**src/rtl/clns_pkg.sv**
```systemverilog
`default_nettype none
package clns_pkg;

  localparam int MaxAtoms      = 1024;
  localparam int MaxCells      = 512;
  localparam int NeighborCells = 125;
  localparam int BucketDepth   = 64;
  localparam int MaxNeighbors  = 512;

  localparam int AtomW   = 10;
  localparam int CellW   = 9;
  localparam int SlotW   = 9;
  localparam int CoordW  = 24;
  localparam int CutW    = 48;
  localparam int ValW    = 10;
  localparam int SizeW   = 7;
  localparam int KW      = 7;
  localparam int CntW    = 10;
  localparam int PtrAddrW = 16;
  localparam int MemAddrW = 15;
  localparam int NbAddrW  = 19;
  localparam int CfgIdxW  = 2;

  localparam logic [2:0] ModeAtom   = 3'd0;
  localparam logic [2:0] ModePtr    = 3'd1;
  localparam logic [2:0] ModeMember = 3'd2;
  localparam logic [2:0] ModeSize   = 3'd3;
  localparam logic [2:0] ModeBuild  = 3'd4;
  localparam logic [2:0] ModeRead   = 3'd5;

  localparam logic [CfgIdxW-1:0] CfgCutoff = 2'd0;
  localparam logic [CfgIdxW-1:0] CfgBoxX   = 2'd1;
  localparam logic [CfgIdxW-1:0] CfgBoxY   = 2'd2;
  localparam logic [CfgIdxW-1:0] CfgBoxZ   = 2'd3;

  typedef struct packed {
    logic latch;
    logic clr_step;
    logic exec;
    logic rd_home;
    logic home_take;
    logic mod_start;
    logic take_i;
    logic fold_take;
    logic sq_take;
    logic acc;
    logic rd_ptr;
    logic rd_size;
    logic size_take;
    logic rd_mem;
    logic rd_crd;
    logic m_inc;
    logic k_inc;
    logic wr_cnt;
    logic rd_cnt;
    logic rd_nb;
    logic out_load;
  } cmd_t;

  typedef struct packed {
    logic clr_last;
    logic is_build;
    logic read_go;
    logic mod_done;
    logic size_zero;
    logic aj_skip;
    logic m_last;
    logic k_last;
  } stat_t;

endpackage
`default_nettype wire

```
**src/rtl/clns_ctrl.sv**
```systemverilog
`default_nettype none
module clns_ctrl import clns_pkg::*; (
  input  wire logic  clk_i,
  input  wire logic  rst_ni,
  input  wire logic  in_valid_i,
  output logic       in_ready_o,
  output logic       out_valid_o,
  input  wire logic  out_ready_i,
  input  wire stat_t stat_i,
  output cmd_t       cmd_o
);
  localparam logic [4:0] StClear  = 5'd0;
  localparam logic [4:0] StIdle   = 5'd1;
  localparam logic [4:0] StExec   = 5'd2;
  localparam logic [4:0] StCntRd  = 5'd3;
  localparam logic [4:0] StCntW   = 5'd4;
  localparam logic [4:0] StNbW    = 5'd5;
  localparam logic [4:0] StResp   = 5'd6;
  localparam logic [4:0] StHomeW  = 5'd7;
  localparam logic [4:0] StModI   = 5'd8;
  localparam logic [4:0] StPtr    = 5'd9;
  localparam logic [4:0] StPtrW   = 5'd10;
  localparam logic [4:0] StSizeW  = 5'd11;
  localparam logic [4:0] StMem    = 5'd12;
  localparam logic [4:0] StMemW   = 5'd13;
  localparam logic [4:0] StCrdW   = 5'd14;
  localparam logic [4:0] StModJ   = 5'd15;
  localparam logic [4:0] StSq     = 5'd16;
  localparam logic [4:0] StAcc    = 5'd17;
  localparam logic [4:0] StMNext  = 5'd18;
  localparam logic [4:0] StKNext  = 5'd19;
  localparam logic [4:0] StEnd    = 5'd20;

  logic [4:0] state_q, state_d;
  logic       ovalid_q, ovalid_d;

  always_comb begin
    state_d = state_q;
    cmd_o   = '0;
    case (state_q)
      StClear: begin
        cmd_o.clr_step = 1'b1;
        if (stat_i.clr_last) state_d = StIdle;
      end
      StIdle: begin
        if (in_valid_i) begin
          cmd_o.latch = 1'b1;
          state_d     = StExec;
        end
      end
      StExec: begin
        cmd_o.exec = 1'b1;
        if (stat_i.is_build) begin
          cmd_o.rd_home = 1'b1;
          state_d       = StHomeW;
        end else begin
          state_d = StCntRd;
        end
      end
      StCntRd: begin
        cmd_o.rd_cnt = 1'b1;
        state_d      = StCntW;
      end
      StCntW: begin
        if (stat_i.read_go) begin
          cmd_o.rd_nb = 1'b1;
          state_d     = StNbW;
        end else begin
          state_d = StResp;
        end
      end
      StNbW: state_d = StResp;
      StResp: begin
        if (!ovalid_q || out_ready_i) begin
          cmd_o.out_load = 1'b1;
          state_d        = StIdle;
        end
      end
      StHomeW: begin
        cmd_o.home_take = 1'b1;
        cmd_o.mod_start = 1'b1;
        state_d         = StModI;
      end
      StModI: begin
        if (stat_i.mod_done) begin
          cmd_o.take_i = 1'b1;
          state_d      = StPtr;
        end
      end
      StPtr: begin
        cmd_o.rd_ptr = 1'b1;
        state_d      = StPtrW;
      end
      StPtrW: begin
        cmd_o.rd_size = 1'b1;
        state_d       = StSizeW;
      end
      StSizeW: begin
        cmd_o.size_take = 1'b1;
        state_d         = stat_i.size_zero ? StKNext : StMem;
      end
      StMem: begin
        cmd_o.rd_mem = 1'b1;
        state_d      = StMemW;
      end
      StMemW: begin
        if (stat_i.aj_skip) begin
          state_d = StMNext;
        end else begin
          cmd_o.rd_crd = 1'b1;
          state_d      = StCrdW;
        end
      end
      StCrdW: begin
        cmd_o.mod_start = 1'b1;
        state_d         = StModJ;
      end
      StModJ: begin
        if (stat_i.mod_done) begin
          cmd_o.fold_take = 1'b1;
          state_d         = StSq;
        end
      end
      StSq: begin
        cmd_o.sq_take = 1'b1;
        state_d       = StAcc;
      end
      StAcc: begin
        cmd_o.acc = 1'b1;
        state_d   = StMNext;
      end
      StMNext: begin
        if (stat_i.m_last) begin
          state_d = StKNext;
        end else begin
          cmd_o.m_inc = 1'b1;
          state_d     = StMem;
        end
      end
      StKNext: begin
        if (stat_i.k_last) begin
          state_d = StEnd;
        end else begin
          cmd_o.k_inc = 1'b1;
          state_d     = StPtr;
        end
      end
      StEnd: begin
        cmd_o.wr_cnt = 1'b1;
        state_d      = StCntRd;
      end
      default: state_d = StIdle;
    endcase
  end

  always_comb begin
    ovalid_d = ovalid_q;
    if (cmd_o.out_load) begin
      ovalid_d = 1'b1;
    end else if (out_ready_i) begin
      ovalid_d = 1'b0;
    end
  end

  always_ff @(posedge clk_i or negedge rst_ni) begin
    if (!rst_ni) begin
      state_q  <= StClear;
      ovalid_q <= 1'b0;
    end else begin
      state_q  <= state_d;
      ovalid_q <= ovalid_d;
    end
  end

  assign in_ready_o  = state_q == StIdle;
  assign out_valid_o = ovalid_q;
endmodule
`default_nettype wire

```
**config.mk**
```make
export PLATFORM = sky130hd
export DESIGN_NAME = clns_ctrl
export DESIGN_NICKNAME = d
export VERILOG_FILES = /design/src/rtl/clns_pkg.sv /design/src/rtl/clns_ctrl.sv
export SDC_FILE = /design/constraint.sdc
export NUM_CORES = 1
export LEC_CHECK = 0
export BUFFER_PORTS_ARGS = -buffer_cell sky130_fd_sc_hd__buf_4
export CORE_ASPECT_RATIO = 0.7
export CORE_MARGIN = 3
export CORE_UTILIZATION = 42
export CTS_CLUSTER_DIAMETER = 60
export CTS_CLUSTER_SIZE = 25
export DETAILED_ROUTE_END_ITERATION = 16
export GPL_ROUTABILITY_DRIVEN = 0
export PLACE_DENSITY = 0.76
export SKIP_CTS_REPAIR_TIMING = 1
export SLEW_MARGIN = 20
export SYNTH_ARGS = -nofsm -noshare
export SYNTH_HDL_FRONTEND = slang
export SYNTH_SLANG_ARGS = --single-unit
```
**constraint.sdc**
```tcl
create_clock -name clk_i -period 1.4 [get_ports clk_i]
set_input_delay 0.21 -clock clk_i [delete_from_list [all_inputs] [get_ports clk_i]]
set_output_delay 0.21 -clock clk_i [all_outputs]
set_load 0.005 [all_outputs]
```
==> run_results.csv, run 1 <==
group,metric,value,unit
cts,cts_max_level,1,
logic_synthesis,synth_top_area_frac,0.1914,
cts,clock-sinks,6,
logic_synthesis,yosysMostFrequentCell,"nor2_1",
place,portBuffers,34,
place,dp_hpwl,2.159,mm
status,status,"did not finish",
logic_synthesis,synthTopCellsByCount,"nor2_1, nor3_1, nand2_1, dfrtp_1",
sta,worst_endpoint,"cmd_o[20]",
logic_synthesis,synth_flop_cell,"dfrtp_1",
grt,grt_max_degree,11,
floorplan,die_h,42.16,microns
floorplan,die_w,57.66,microns
cts,cts_buffer_depth,2,
cts,root_buffer,"clkbuf_4",
logic_synthesis,ys_seq_area_frac,0.1914,
logic_synthesis,syn-num-nets,120,
status,lastStage,"5_1_grt",
logic_synthesis,synth_area_leaders,"dfrtp_1, nor3_1, nor2_1, nor3_4, nand2b_1",
logic_synthesis,netlist_area,784.5,sq um
logic_synthesis,yosysWarnings,0,
logic_synthesis,synth_seq_cells,6,
logic_synthesis,async_reset_ff_frac,1.000,
sta,worst-ep-kind,"primary output",
floorplan,rows,12,
grt,grt_antenna_before_repair,0,
logic_synthesis,synth_cell_type_count,43,
logic_synthesis,syn_inst,108,
floorplan,boundaryPins,35,
logic_synthesis,synth_edf_count,0,
logic_synthesis,synth_area_leader_cell,"dfrtp_1",
logic_synthesis,postSynthAreaPerCell,7.264,sq um
cts,cts_buffers,3,
floorplan,initial_core_util,0.4707,
status,error,"[ERROR DPL-0033] detailed placement checks failed during check placement.",
==> through the flow <==
stage	worst slack, ps	hold WS, ps	cells	cell area [sq um]
4_1_cts	-511.1	-241.0	183	1275
3_3_place_gp	-251.7	17.40	180	1252
3_5_place_dp	-276.7	19.70	180	1252
2_1_floorplan	-155.3	-85.59	108	837.1
==> kinds of logic after synthesis <==
family | count (synthesis) | synth area share
mux | 2 | 0.02552
xor+xnor | 1 | 0.01117
compound gates | 24 | 0.2169
buf+inv | 14 | 0.1021
simple gates | 61 | 0.4529
flops | 6 | 0.1914
==> inputs of run 2 (changes only) <==
- CORE_AREA: default -> 3 3 64 66
- CORE_ASPECT_RATIO: 0.7 -> default
- CORE_MARGIN: 3 -> default
- CORE_UTILIZATION: 42 -> default
- CTS_CLUSTER_DIAMETER: 60 -> default
- CTS_CLUSTER_SIZE: 25 -> default
- DIE_AREA: default -> 0 0 67 69
- PLACE_DENSITY: 0.76 -> default
- PLACE_DENSITY_LB_ADDON: default -> 0.15
- clock period: 1.4 -> 1.8 ns (I/O delays scaled with it)
==> run_results.csv, run 2 <==
group,metric,value,unit
logic_synthesis,synth_area_leaders,"dfrtp_1, nor3_1, nor2_1, nor3_4, nand2b_1",
logic_synthesis,synth_area_leader_cell,"dfrtp_1",
worst_setup_path,worstSetupEndpointType,"output pin",
logic_synthesis,synth_seq_cells,6,
cts,cts_max_level,1,
route,dr.pass1.iters,4,
logic_synthesis,yosysWarnings,0,
cts,clk_latency,220,ps
worst_setup_path,cp.required,1530,ps
power,peakVddDrop,0.3974,mV
floorplan,initial_core_util,0.2159,
route,viasPerCell,4.741,
layout,final_common_cell,"buf_4",
layout,fillCellCount,405,
sta,fmax,558.2,MHz
sta,finClkSkew,4.283,ps
grt,track_usage,0.1178,
sta,grt_setup_unrepaired,"yes",
sta,slew_headroom,0.7871,
logic_synthesis,postSynthAreaPerCell,7.264,sq um
logic_synthesis,netlist_area,784.5,sq um
worst_setup_path,cp_max_fo,6,
route,routed_wirelength,2.767,mm
grt,overflow,0,
route,wl_per_cell,13.50,microns
logic_synthesis,async_reset_ff_frac,1.000,
hold_path,min_from,"out_ready_i",
worst_setup_path,crit_start,"state_q[3]",
sta,timing.final.ws_setup,8.407,ps
hold_path,hold_depth,3,
layout,synthToLayoutAreaGrowth,67.94,%
worst_setup_path,path_class,"flip-flop to output pin",
sta,hold_viol,0,
floorplan,die-area,0.004623,sq mm
route,ant_nets,0,
sta,tns,0,ps
layout,final_util,0.3626,
sta,fin_crit_sh,0.9953,
worst_setup_path,cp-start-kind,"flip-flop",
logic_synthesis,synth_top_area_frac,0.1914,
layout,nets,171,
layout,largest_reg_flops,5,
cts,path_clk_slew,40,ps
floorplan,rows,22,
cts,cts_buffers,3,
floorplan,core,0.003633,sq mm
logic_synthesis,synthTopCellsByCount,"nor2_1, nor3_1, nand2_1, dfrtp_1",
worst_setup_path,reg2reg_from,"state_q[4]",
cts,cts_buffer_depth,2,
cts,cts_tree,"done",
route,drt_iter0_drc,61,
logic_synthesis,synth_edf_count,0,
logic_synthesis,syn-num-nets,120,
layout,fin_area,0.001318,sq mm
cts,clock-sinks,6,
sta,finalSetupViolCount,0,
logic_synthesis,synth_flop_cell,"dfrtp_1",
sta,tightest_slew,316.9,ps
floorplan,boundaryPins,35,
grt,grt_max_degree,23,
flow_run,cap_viol_max_count,0,
power,power.density,1325,mW/mm^2
grt,grt_antenna_before_repair,0,
route,drc_errors,0,
hold_path,worst_hold_path.endpoint,"out_valid_o",
layout,final_cell_mix,"buf_4, nor3_1, nor2_1, nand2_1",
worst_setup_path,reg2reg_slack,80,ps
place,portBuffers,34,
hold_path,hp-class,"input pin to flip-flop",
floorplan,die_h,69,microns
grt,first_global_vias,872,
layout,antenna_cells,0,
worst_setup_path,r2r_end,"state_q[0]",
sta,min_period,1792,ps
place,place_area,0.001194,sq mm
logic_synthesis,synth_cell_type_count,43,
route,via_count,972,
logic_synthesis,yosysMostFrequentCell,"nor2_1",
place,pre_cts_ws,101.4,ps
layout,max_flop_register,"state_q",
grt,grt_pass1_wl,4.326,mm
logic_synthesis,syn_inst,108,
worst_setup_path,arrival,1520,ps
cts,root_buffer,"clkbuf_8",
layout,drive_gt1_frac,0.5096,
floorplan,die_w,67,microns
status,status,"completed",
sta,final-max-slew-violation-count,0,
power,p_leak,0.5973,nW
sta,holdWs,362.3,ps
logic_synthesis,ys_seq_area_frac,0.1914,
place,dp_hpwl,2.215,mm
worst_setup_path,rr_worst_depth,7,
run 2: cell counts after synthesis:
Identical to the previous run, type by type.
run 2: critical path, stage by stage, from the launching register on:
cell,delay [ps]
dfrtp_1,400
buf_4,160
or3_4,370
nor2_4,130
and2_1,130
buf_4,100
run 2: report_power, final:
| part | leakage [nW] | switching, W | internal (W) |
|---|---|---|---|
| clock network | 0.0216 | 0.0000574 | 0.000144 |
| registers | 0.0725 | 0.0000800 | 0.000198 |
| logic | 0.503 | 0.000640 | 0.000627 |
| total | 0.597 | 0.000778 | 0.000968 |
run 2: per-layer routing:
| metal | part of all wire | up-vias | track usage |
|---|---|---|---|
| li1 | - | 485 | - |
| met1 | 0.44 | 453 | 0.1752 |
| met2 | 0.48 | 31 | 0.1758 |
| met3 | 0.068 | 3 | 0.01303 |
| met4 | 0.0083 | 0 | 0.03378 |
| met5 | 0 | - | 0 |
run 2: area by class of cell:
cell class,instances,area (sq um),share of cell area
Multi-Input combinational cell,88,599.3,0.4549
Timing Repair Buffer,57,450.4,0.3419
Sequential cell,6,155.1,0.1178
Tap cell,48,60.06,0.04558
Clock buffer,3,41.29,0.03134
Inverter,3,11.26,0.008547
run 2: cell families after synthesis:
group	synth area share
xor gates and xnor gates	0.01117
DFF	0.1914
muxes	0.02552
and+or+nand+nor	0.4529
AOI/OAI and AO/OA	0.2169
buffers and inverters	0.1021
run 2: metrics by stage:
step           power [W]  instances
2_1_floorplan  0.0009711        108
3_3_place_gp    0.001472        199
3_5_place_dp    0.001456        199
4_1_cts         0.001663        202
5_1_grt         0.001902        205
6_report        0.001746        205
run 2: worst max-delay path by stage:
stage / end / slack, ps / cells after the start
4_1_cts: cmd_o[4] / -150 / 4
2_1_floorplan: cmd_o[17] / 150 / 5
5_1_grt: cmd_o[4] / -50 / 4
3_5_place_dp: state_q[1] / 100 / 5
6_report: cmd_o[17] / 8 / 5
3_3_place_gp: state_q[0] / 90 / 6
Note: power is estimated with default switching activity, not from simulation.
